### src/design/tcal_ram.sv
// ----------------------------------------------------------------------------
// tcal_ram: generic simple dual-port RAM
// One write port, one read port with registered read data.
// ----------------------------------------------------------------------------
module tcal_ram #(
  parameter int WIDTH = 8,
  parameter int DEPTH = 4
) (
  input  logic                     clk,
  input  logic                     we,
  input  logic [$clog2(DEPTH)-1:0] waddr,
  input  logic [WIDTH-1:0]         wdata,
  input  logic [$clog2(DEPTH)-1:0] raddr,
  output logic [WIDTH-1:0]         rdata
);

  logic [WIDTH-1:0] mem [DEPTH];

  // Write and registered read
  always_ff @(posedge clk) begin
    if (we) begin
      mem[waddr] <= wdata;
    end
    rdata <= mem[raddr];
  end

endmodule

### config.mk
export PLATFORM = sky130hd
export DESIGN_NAME = tcal_ram
export DESIGN_NICKNAME = d
export VERILOG_FILES = /design/src/design/tcal_ram.sv
export SDC_FILE = /design/constraint.sdc
export NUM_CORES = 1
export LEC_CHECK = 0
export BUFFER_PORTS_ARGS = -buffer_cell sky130_fd_sc_hd__buf_2
export CAP_MARGIN = 20
export CELL_PAD_IN_SITES_DETAIL_PLACEMENT = 1
export CELL_PAD_IN_SITES_GLOBAL_PLACEMENT = 2
export CORE_MARGIN = 3
export CORE_UTILIZATION = 41
export CTS_CLUSTER_SIZE = 24
export DETAILED_ROUTE_END_ITERATION = 8
export HOLD_SLACK_MARGIN = 0.08
export PLACE_DENSITY = 0.71
export SETUP_SLACK_MARGIN = 0.3
export SYNTH_ARGS = -nofsm -noshare
export SYNTH_HDL_FRONTEND = slang
export SYNTH_SLANG_ARGS = --single-unit
export TNS_END_PERCENT = 5
### constraint.sdc
create_clock -name clk -period 1.7 [get_ports clk]
set_clock_uncertainty 0.1 [all_clocks]
set_input_delay 0.34 -clock clk [delete_from_list [all_inputs] [get_ports clk]]
set_output_delay 0.34 -clock clk [all_outputs]
set_load 0.005 [all_outputs]
==> impl_results.md <==
* P_sw at 347 µW
* Worst-Skew Late Latency at 0.34 ns
* Syn. warnings at 0
* Core ar. at 3100 µm²
* Seq pwr share at 61.7%
* Critical path arrival at 0.77 ns
* Hold Vio Cnt, Final at 0
* Antenna violations before repair at 0
* # rows at 20
* Clock tree from TritonCTS: done
* DPL Wire Length at 1360 µm
* Tmin final at 1.21 ns
* Lkg Pwr at 0.570 nW
* Max Freq at 828 MHz
* DR vias at 619
* Gr usage total at 12.1%
* Critical path peak fanout at 1
* Setup WS post-layout at 0.493 ns
* Initial core utilization at 43.5%
* Period utilization at 71.0%
* Syn_nets at 68
* Num CTS Buffers at 5
* Hold slack at 0.114 ns
* CP startpoint kind: register
* # setup viols final at 0
* Setup bufs post-CTS at 0
* Worst vdd ir at 683 µV
* Placed inst area at 1510 µm²
* Clock network power share at 32.6%
* Die W at 63.4 µm
* CP endpoint kind: primary output
* Clk Tree Root Cell: clkbuf_4
* RSZ-0062 raised after global routing: no
* CP max stage delay at 0.31 ns
* CTS max path bufs at 2
* First-pass GRT wire length at 3370 µm
* Starting DRT DRC Count at 16
* Share of layout cells above drive strength 1 at 45.8%
* Hold/Removal Path Class: input port to register
* Reg clk slew, reported paths at 0.11 ns
* PwrDens at 1150 nW/µm²
* Drt pass-1 iters at 4
* Final #Nets at 96
* Design Area, Final at 1590 µm²
* Die Y at 63.4 µm
* PnR Total Power at 1.83 mW
* N_diodes at 0
* Mean cell area of the mapped netlist at 25.0 µm²
* WL/cell at 16.0 µm
* Sw frac at 19.0%
* Synth cell types at 8
* Worst path required time at 1.26 ns
* Clk sinks at 40
* Seq/Total Area, Yosys at 83.1%
* Largest net degree at the start of global routing at 13
* Setup TNS at 0 ns
* Pre-CTS WS at 0.264 ns
* Total gr overflow at 0
* Crit-path slowest cell: dfxtp_1
* Drt total wl at 2030 µm
* Rel. slew slack at 70.9%
* Post-cts resize count at 0
* Post-CTS Hold Buffers at 0
* RePlAce Congestion at 0.628
* H-tree Lvls at 2
* Syn Std Cell Area at 1350 µm²
* Residual DRC count at 0
* Actual slew at the worst max-slew pin at 0.436 ns
* Largest delay share family, worst path: flip-flops
* Post-Syn Instances at 54
* CP Buf/Inv Count at 1
* # IOs at 22
* Port buffer count at 21
* #FFs+latches synth at 40
* Number of global-route vias before repair at 651
* Layout Area Growth over Synthesis at 18.0%
* Status: finished clean
* Routed Antenna Nets at 0
* DR vias/cell at 4.87
* Slew Viols, Final at 0
* Full die area at 4010 µm²
* Logic pwr share at 5.7%
* Worst path cell trace: buf_2
* Pint at 1.48 mW
* Max_cap viols at 0
* Crit path kind: register to primary output
[cells by family after synthesis]
group,Yosys count,synth area share (%)
flops,40,83.1
buf+inv,2,1.21
simple gates,4,2.32
mux,8,13.4
[routing by layer]
metal	vias to the layer above	share of wire [%]	GRT usage, %
met5	-	0	0
met4	0	2.2	5.66
met3	5	8.1	6.77
met2	21	50	19.0
met1	313	40	13.3
li1	280	-	-
[cells in the mapped netlist, drive strengths merged]
| master | number | area (µm²) |
|---|---|---|
| and3b | 2 | 17.5 |
| and3 | 1 | 6.26 |
| nor3b | 1 | 7.51 |
| dfxtp | 8 | 160 |
| mux4 | 8 | 180 |
| clkbuf | 1 | 5.00 |
| buf | 1 | 11.3 |
| edfxtp | 32 | 961 |
[state kept, by name, summed over array words and instances (netlist names)]
name   cells
rdata      8
mem       32
[power groups by stage]
stage / Sequential (mW) / Combinational [mW] / Clock (mW)
5_1_grt: 1.13 / 0.115 / 0.673
3_3_place_gp: 1.15 / 0.102 / 0
2_1_floorplan: 1.15 / 0.0509 / 0
6_report: 1.13 / 0.105 / 0.595
4_1_cts: 1.13 / 0.106 / 0.615
3_5_place_dp: 1.15 / 0.106 / 0
[area by class of cell]
| class | count | area, µm² |
|---|---|---|
| clock buffer | 6 | 41.3 |
| clock inverter | 2 | 35.0 |
| fill | 308 | 1510 |
| multi-input combinational | 12 | 216 |
| sequential | 40 | 1120 |
| tap | 44 | 55.1 |
| timing repair buffer | 23 | 123 |
[path summary, 6_finish.rpt]
check / from / end / slack, ns / cells after the start
setup / recovery: rdata[2]$_DFF_P_ / rdata[2] / 0.49 / 1
hold / removal: wdata[5] / mem[0][5]$_DFFE_PP_ / 0.11 / 1
setup reg to reg: mem[3][4]$_DFFE_PP_ / rdata[4]$_DFF_P_ / 0.64 / 1
hold reg to reg: mem[0][2]$_DFFE_PP_ / rdata[2]$_DFF_P_ / 0.46 / 1
[cell usage in the layout (no fill, tap or decap), drive strengths merged]
cell type	instances
and3	1
nor3b	1
edfxtp	32
buf	22
dfxtp	8
dlygate4sd3	1
mux4	8
bufinv	1
clkbuf	6
clkinv	1
and3b	2
[metrics by stage]
step	util, %	instances
global placement	48.5	118
detailed placement	48.5	118
global route	51.3	127
CTS	51.0	126
finish	51.3	127
floorplan	-	54
(Power assumes the default switching activity.)
