==> config.mk <==
export PLATFORM = sky130hd
export DESIGN_NAME = tcal_range_unit
export DESIGN_NICKNAME = d
export VERILOG_FILES = /design/src/design/tcal_pkg.sv /design/src/design/tcal_range_unit.sv
export SDC_FILE = /design/constraint.sdc
export NUM_CORES = 1
export LEC_CHECK = 0
export BUFFER_PORTS_ARGS = -buffer_cell sky130_fd_sc_hd__buf_4
export CORE_MARGIN = 1
export CORE_UTILIZATION = 41
export DETAILED_ROUTE_END_ITERATION = 6
export PLACE_DENSITY = 0.8
export SLEW_MARGIN = 40
export SYNTH_ARGS = -nofsm -noshare
export SYNTH_HDL_FRONTEND = slang
export SYNTH_SLANG_ARGS = --single-unit
==> constraint.sdc <==
create_clock -name vclk -period 1.5
set_clock_uncertainty 0.1 [all_clocks]
set_input_delay 0.15 -clock vclk [all_inputs]
set_output_delay 0.15 -clock vclk [all_outputs]
set_load 0.01 [all_outputs]
==> src/design/tcal_pkg.sv <==
// ----------------------------------------------------------------------------
// tcal_pkg: shared types and constants of the tariff calendar
// Table sizes, entry layouts, transaction codes, sequencer states and the
// weekday profile picker used by the calendar lookup.
// ----------------------------------------------------------------------------
package tcal_pkg;

  // Table sizes
  localparam int SEASON_SLOTS  = 8;
  localparam int PROFILE_COUNT = 8;
  localparam int WINDOW_SLOTS  = 8;

  // Slots that a 3-bit result index can name
  localparam int FIELD_SLOTS = 8;

  localparam int SEASON_SCAN = (SEASON_SLOTS < FIELD_SLOTS) ? SEASON_SLOTS : FIELD_SLOTS;
  localparam int WINDOW_SCAN = (WINDOW_SLOTS < FIELD_SLOTS) ? WINDOW_SLOTS : FIELD_SLOTS;

  // Index and address widths
  localparam int SIDX_W   = (SEASON_SLOTS > 1) ? $clog2(SEASON_SLOTS) : 1;
  localparam int WSLOT_W  = (WINDOW_SLOTS > 1) ? $clog2(WINDOW_SLOTS) : 1;
  localparam int PROF_W   = (PROFILE_COUNT > 1) ? $clog2(PROFILE_COUNT) : 1;
  localparam int WADDR_W  = PROF_W + WSLOT_W;
  localparam int WIN_DEPTH = 1 << WADDR_W;
  localparam int CCNT_W   = WADDR_W + 1;

  // Field widths
  localparam int DATE_W = 12;
  localparam int TIME_W = 13;
  localparam int WEEK_W = 21;
  localparam int TARIFF_W = 8;

  // Highest weekday that selects a profile
  localparam logic [2:0] WEEKDAY_MAX = 3'd6;

  // Transaction codes carried in the input tuser
  typedef enum logic [1:0] {
    OP_WR_SEASON = 2'd0,
    OP_WR_WINDOW = 2'd1,
    OP_COMMIT    = 2'd2,
    OP_LOOKUP    = 2'd3
  } op_t;

  // Sequencer states
  typedef enum logic [2:0] {
    ST_IDLE,
    ST_COPY,
    ST_SEASON,
    ST_WINDOW,
    ST_DONE
  } state_t;

  typedef struct packed {
    logic [DATE_W-1:0] begin_date;
    logic [DATE_W-1:0] end_date;
    logic [WEEK_W-1:0] week_profiles;
  } season_entry_t;

  typedef struct packed {
    logic [TIME_W-1:0]   begin_time;
    logic [TIME_W-1:0]   end_time;
    logic [TARIFF_W-1:0] tariff;
  } win_entry_t;

  // Result layout, lowest field in the lowest bits
  typedef struct packed {
    logic [TIME_W-1:0]   window_end;
    logic [TARIFF_W-1:0] tariff_code;
    logic [2:0]          window_index;
    logic                window_found;
    logic [2:0]          day_profile;
    logic [2:0]          season_index;
    logic                season_found;
  } result_t;

  // Pick the 3-bit profile of one weekday; weekday 7 gives zero
  function automatic logic [2:0] week_pick(input logic [WEEK_W-1:0] week,
                                           input logic [2:0] wday);
    logic [2:0] pick;
    pick = 3'd0;
    for (int d = 0; d < 7; d++) begin
      if (wday == 3'(d)) begin
        pick = week[3*d +: 3];
      end
    end
    return pick;
  endfunction

endpackage

==> src/design/tcal_range_unit.sv <==
// ----------------------------------------------------------------------------
// tcal_range_unit: shared inclusive range compare
// Tells whether a key lies between a low and a high bound, both included.
// Serves the season scan and the window scan in turn.
// ----------------------------------------------------------------------------
module tcal_range_unit (
  input  logic [tcal_pkg::TIME_W-1:0] key,
  input  logic [tcal_pkg::TIME_W-1:0] lo,
  input  logic [tcal_pkg::TIME_W-1:0] hi,
  output logic                        hit
);

  // An inverted range never matches
  assign hit = (key >= lo) && (key <= hi);

endmodule

==> results of run 1 <==
stage by stage:
stage          setup WS [ns]  instances  total power, mW  cell area (µm²)
2_1_floorplan        0.01659         87           0.1323            659.4
3_3_place_gp         -0.2529        146           0.2514             1008
3_5_place_dp         -0.2869        146           0.2629             1008
4_1_cts              -0.2587        146           0.2677             1018
5_1_grt              -0.3704        146           0.3045             1018
6_report             -0.2550        146           0.2651             1018
worst paths after layout:
kind / end / slack, ns
worst max-delay path: hit / -0.25
worst min-delay path: hit / 0.79
layer usage:
metal	global-route usage, %	share of wire [%]	up-vias
met2	41.25	55	21
met1	23.12	41	342
met5	0	0	-
li1	-	-	391
met3	0	3.8	0
met4	0	0	0
critical path: stages:
cell and delay [ns]:
buf_4 0.11, ha_1 0.31, a21oi_1 0.16, nand2_1 0.06, a211oi_1 0.27, o211ai_1 0.14, a2bb2oi_2 0.16, buf_4 0.13
final cells by class:
cell class,instances,area [µm²]
Inverter,25,96.34
Multi-Input combinational cell,62,565.5
Tap cell,15,18.77
Timing Repair Buffer,44,337.8
Fill cell,117,364.1
power groups by stage:
stage	combinational, mW	clock (mW)	sequential [mW]
after CTS	0.268	0	0
after floorplan	0.132	0	0
after detailed placement	0.263	0	0
after global routing	0.305	0	0
final	0.265	0	0
after global placement	0.251	0	0
timing repair:
action / 4_1_cts / 5_1_grt
gates resized for setup: 3 / 0
setup endpoints to repair: 1 / 1
cloned: 0 / 0
Yosys cell counts (all sizes together):
cell / count / area [µm²]
a2bb2oi: 1 / 8.760
nor2b: 1 / 6.260
nor2: 4 / 15.01
o21a: 1 / 7.510
nand4: 3 / 18.77
nand2b: 1 / 13.76
and3: 1 / 6.260
inv: 25 / 93.84
o2111ai: 1 / 8.760
a21oi: 7 / 35.03
ha: 26 / 325.3
nand3: 3 / 15.01
o21ai: 2 / 10.00
a21o: 1 / 7.510
nand2: 3 / 11.26
o211ai: 2 / 15.01
a221o: 1 / 10.01
nor3: 1 / 5.000
a211oi: 3 / 27.52
kinds of logic after synthesis:
group / synth area share [%]
buf+inv: 14.65
simple gates: 14.26
fa+ha+maj: 50.78
compound gates: 20.31
==> impl_metrics.ini, run 1 <==
[drt]
drt-initial-drc-count = 8
drt-wirelength-per-cell_um = 10.74
dr.pass1.iters = 4
viasPerCell = 5.164
post-route-drc-count = 0
via_count = 754
routed_wl_mm = 1.568
drtAntennaViolNets = 0

[global_route]
grt_pass1_vias = 762
track_usage_pct = 19.73
grt_pass1_wl_mm = 2.842
antenna_found_initial = 0
grt_overflow = 0
grt_max_degree = 4

[setup_path]
crit_required_ns = 1.25
cp-end-kind = output pin
path_max_fanout = 3
path_class = in2out
cp-startpoint = key[7]
crit_arrival_ns = 1.50
startpoint_type = input port

[logic_synthesis]
synth_cell_types = 21
syn_inst = 87
synth_area_per_cell_um2 = 7.363
syn-cell-area_um2 = 640.6
yosys_warnings = 0
syn_nets = 152
synth_seq_area_share_pct = 0

[sta]
min_period_ns = 1.755
fin_ws_ns = -0.2550
grt_setup_unrepaired = true
finalSetupViolations = 1
fmax_mhz = 569.8
fin_crit_sh_pct = 117.0
slew_violations = 0
maxSlewHeadroom_pct = 83.17
final.setup.tns_ns = -0.2550
hold-worst-slack_ns = 0.7919
finalHoldViolCount = 0
worst-slew-pin-transition_ns = 0.2510

[floorplanning]
io-pin-count = 40
die_w_um = 41.53
die-area_um2 = 1725
die_h_um = 41.53
coreArea_um2 = 1383
start_util_pct = 46.33
rows = 13

[pwr]
static-leakage-power_nw = 0.6201
internal_power_uw = 157.0
swShare_pct = 40.75
seq_power_share_pct = 0
p_per_area_nw_per_um2 = 260.2
p_switching_uw = 108.0
combPwrFrac_pct = 100.0
ir_drop_mv = 0.1493
clock_power_share_pct = 0

[place]
place_congestion = 0.7780
place_hpwl_mm = 1.480
numPortBuffers = 40

[cts]
postCtsSetupBuffers = 0
cts_hold_buf = 0

[finish]
layout_commonest_cell = buf_4
seqCellArea_um2 = 0
utilization_pct = 73.67
final_cell_mix = 42 x buf_4, 25 x ha_1, 24 x inv_1, 7 x a21oi_1, 4 x nor2_1
nClkBuffers = 0
syn2layout_area_growth_pct = 58.98
final_nets = 198
drive_gt1_share_pct = 37.40
seq_cells = 0
antenna_cells = 0

[status]
violations = setup timing
status = complete, but fails checks

[min_path]
hold_class = in2out
whs_path_depth = 5
min_from = key[12]

[run]
cap_viol_max_count = 0
(Power assumes the default switching activity.)
==> run 2, diff against run 1 <==
--- a/config.mk
+++ b/config.mk
@@ -5,11 +5,11 @@
 export SDC_FILE = /design/constraint.sdc
 export NUM_CORES = 1
 export LEC_CHECK = 0
-export BUFFER_PORTS_ARGS = -buffer_cell sky130_fd_sc_hd__buf_4
-export CORE_MARGIN = 1
-export CORE_UTILIZATION = 41
+export CORE_AREA = 2 2 39 41
 export DETAILED_ROUTE_END_ITERATION = 6
-export PLACE_DENSITY = 0.8
+export DIE_AREA = 0 0 41 43
+export DONT_BUFFER_PORTS = 1
+export PLACE_DENSITY = 0.65
 export SLEW_MARGIN = 40
 export SYNTH_ARGS = -nofsm -noshare
 export SYNTH_HDL_FRONTEND = slang
==> impl_metrics.ini, run 2 (same netlist as run 1, synthesis figures left out) <==
[setup_path]
crit_chain = ha_4 > nand2b_4 > a211oi_2 > o21ai_1 > a221o_1 > a2bb2oi_2
cp-end-kind = output pin
cp.buffers_inverters = 0
path_class = in2out
slowest_delay_ns = 0.32
cp_top_family = compound AO/OA/AOI/OAI gates
startpoint_type = input port
crit_required_ns = 1.25
crit_arrival_ns = 1.24
cp_slowest_cell = a221o_1
path_max_fanout = 1

[finish]
nClkBuffers = 0
utilization_pct = 57.78
final_cell_mix = 22 x inv_1, 19 x ha_1, 7 x ha_4, 6 x a21oi_1, 4 x nor2_1
layout_commonest_cell = inv_1
stdcell_count = 106
drive_gt1_share_pct = 21.11
antenna_cells = 0
seq_cells = 0
final_nets = 157
seqCellArea_um2 = 0
fillers = 132
syn2layout_area_growth_pct = 24.80
design_area_um2 = 799.5

[pwr]
swShare_pct = 46.52
ir_drop_mv = 0.09996
internal_power_uw = 103.6
p_total_uw = 193.7
combPwrFrac_pct = 100.0
seq_power_share_pct = 0
p_per_area_nw_per_um2 = 242.3
clock_power_share_pct = 0
static-leakage-power_nw = 0.4209
p_switching_uw = 90.11

[drt]
routed_wl_mm = 1.286
drtAntennaViolNets = 0
post-route-drc-count = 0
drt-wirelength-per-cell_um = 12.13
viasPerCell = 5.519
drt-initial-drc-count = 4
dr.pass1.iters = 2
via_count = 585

[global_route]
antenna_found_initial = 0
grt_pass1_vias = 547
grt_max_degree = 4
grt_pass1_wl_mm = 2.007
grt_overflow = 0
track_usage_pct = 15.38

[floorplanning]
coreArea_um2 = 1384
start_util_pct = 46.29
rows = 14
die-area_um2 = 1763
die_h_um = 43
io-pin-count = 40
die_w_um = 41

[sta]
grt_setup_unrepaired = true
fin_crit_sh_pct = 99.63
min_period_ns = 1.494
hold-worst-slack_ns = 0.5604
fin_ws_ns = 0.005609
final.setup.tns_ns = 0
maxSlewHeadroom_pct = 85.61
fmax_mhz = 669.2
worst-slew-pin-transition_ns = 0.2145
finalSetupViolations = 0
finalHoldViolCount = 0
slew_violations = 0

[place]
post-place-ws_ns = -0.07695
numPortBuffers = 0
place_hpwl_mm = 1.132
place_congestion = 0.7639
placed_area_um2 = 694.4
placed_cells = 105

[status]
status = finished, final reports clean

[run]
cap_viol_max_count = 0

[min_path]
hold_class = in2out
[run 2: changes by cell type in the layout (fill, tap and decap cells not counted), moves of 2 or more]
cell	before	now
buf_4	42	3
buf_6	2	0
inv_1	24	22
inv_2	0	2
ha_1	25	19
ha_4	1	7
[run 2: worst min-delay path, delay by kind of cell]
family / cells / cell delay [ns]
adder cells (fa/ha/maj): 1 / 0.12
AO/OA/AOI/OAI: 3 / 0.24
[run 2: worst paths after layout]
kind | slack [ns] | start | endpoint | depth (start not counted)
max | 0.006 | lo[0] | hit | 6
min | 0.56 | key[12] | hit | 4
[run 2: metal layers]
metal	vias to the layer above	routed length, µm	global-route usage (%)	share of wire [%]
met1	256	519	19.94	40
met3	0	79	0	6.1
met2	20	687	28.44	53
met5	-	0	0	0
met4	0	0	0	0
li1	309	-	-	-
[run 2: power by group through the flow]
stage | combinational (mW) | sequential [mW] | clock, mW
floorplan | 0.132 | 0 | 0
global placement | 0.162 | 0 | 0
detailed placement | 0.166 | 0 | 0
CTS | 0.174 | 0 | 0
global route | 0.224 | 0 | 0
finish | 0.194 | 0 | 0
[run 2: final cells by class]
type	count	area (µm²)	area share, %
Timing Repair Buffer	3	22.52	2.817
Multi-Input combinational cell	62	655.6	82.00
Inverter	25	101.3	12.68
Tap cell	16	20.02	2.504
[run 2: what timing repair did]
action | in CTS | in global routing
pin swaps | 2 | 7
buffers inserted | 0 | 1
hold buffers | 0 | 0
gates resized for setup | 5 | 9
setup endpoints to repair | 1 | 1
==> run 3, diff against run 2 <==
==> constraint.sdc (replaced) <==
create_clock -name vclk -period 1.5
set_clock_uncertainty 0.1 [all_clocks]
set_input_delay 0.3 -clock vclk [all_inputs]
set_output_delay 0.3 -clock vclk [all_outputs]
set_load 0.01 [all_outputs]
==> impl_metrics.ini, run 3 (same netlist as run 1, synthesis figures left out) <==
[min_path]
min_from = key[12]
hold_class = in2out

[global_route]
grt_overflow = 0
grt_max_degree = 4
track_usage_pct = 17.68
grt_pass1_vias = 628
grt_pass1_wl_mm = 2.256
antenna_found_initial = 0

[finish]
multi_input_area_um2 = 638.1
stdcell_count = 109
syn2layout_area_growth_pct = 26.76
drive_gt1_share_pct = 24.73
design_area_um2 = 812.0
nClkBuffers = 0
seqCellArea_um2 = 0
antenna_cells = 0
final_nets = 160
fillers = 142
final_cell_mix = 21 x inv_1, 21 x ha_1, 6 x a21oi_1, 6 x buf_4, 5 x ha_4
seq_cells = 0

[setup_path]
cp-startpoint = lo[2]
crit_arrival_ns = 1.39
startpoint_type = input port
cp-end-kind = output pin
path_class = in2out
path_max_fanout = 1
crit_required_ns = 1.10

[sta]
maxSlewHeadroom_pct = 86.25
worst-slew-pin-transition_ns = 0.2054
slew_violations = 0
final.setup.tns_ns = -0.2933
min_period_ns = 1.793
fin_ws_ns = -0.2933
fin_crit_sh_pct = 119.6
grt_setup_unrepaired = true
fmax_mhz = 557.6
finalHoldViolCount = 0
finalSetupViolations = 1

[floorplanning]
io-pin-count = 40
die_h_um = 43
coreArea_um2 = 1384
start_util_pct = 46.29
die-area_um2 = 1763
die_w_um = 41
rows = 14

[place]
placed_cells = 109
placed_area_um2 = 744.5
place_hpwl_mm = 1.253
place_congestion = 0.7378
numPortBuffers = 0

[cts]
cts_hold_buf = 0

[status]
status = complete, but fails checks
violations = setup timing

[drt]
drt-wirelength-per-cell_um = 12.81
viasPerCell = 5.550
drtAntennaViolNets = 0
dr.pass1.iters = 4
drt-initial-drc-count = 5
routed_wl_mm = 1.396
via_count = 605
post-route-drc-count = 0

[pwr]
ir_drop_mv = 0.1098
p_per_area_nw_per_um2 = 255.0
static-leakage-power_nw = 0.4362

[run]
cap_viol_max_count = 0
[run 3: cell count changes in the layout (fill, tap and decap cells not counted), sizes merged]
cell	previous run	this run
buf	3	6
[run 3: what timing repair did]
action	CTS	global route
hold endpoints to repair	0	0
pin swaps	3	9
setup endpoints to repair	1	1
buffers inserted	0	0
gates resized for setup	5	8
[run 3: per-layer routing]
layer	GRT usage, %	share of wire, %	vias up
li1	-	-	314
met1	16.14	37	266
met2	38.13	57	25
met3	2.094	5.9	0
met4	0	0	0
met5	0	0	-
[run 3: final timing paths]
check | cells past startpoint | to | slack, ns
worst max-delay path | 6 | hit | -0.29
worst min-delay path | 4 | hit | 0.88
[run 3: power by group]
group          internal [mW]  switching, mW  total, mW
clock network              0              0          0
logic                  0.111         0.0958      0.207
registers                  0              0          0
[run 3: through the flow]
| stage | total power [mW] | setup slack, ns | hold slack [ns] | utilization (%) |
|---|---|---|---|---|
| floorplan | 0.1359 | -0.2541 | 0.8394 | - |
| global placement | 0.1784 | -0.3388 | 0.8738 | 53.80 |
| detailed placement | 0.1847 | -0.3783 | 0.8733 | 53.80 |
| CTS | 0.1992 | -0.3004 | 0.8619 | 56.69 |
| global route | 0.2397 | -0.3492 | 0.9087 | 58.68 |
| finish | 0.2070 | -0.2933 | 0.8751 | 58.68 |
[run 3: worst max-delay path, cell delays in order]
cell and delay, ns:
inv_1 0.02, ha_1 0.26, o211ai_1 0.20, o21ai_1 0.10
a221o_1 0.33, a2bb2oi_2 0.18
[run 3: final cells by class]
cell class	instances	area share [%]
inverters	25	13.41
well taps	16	2.465
repair buffers	6	5.547
multi-input cells	62	78.58
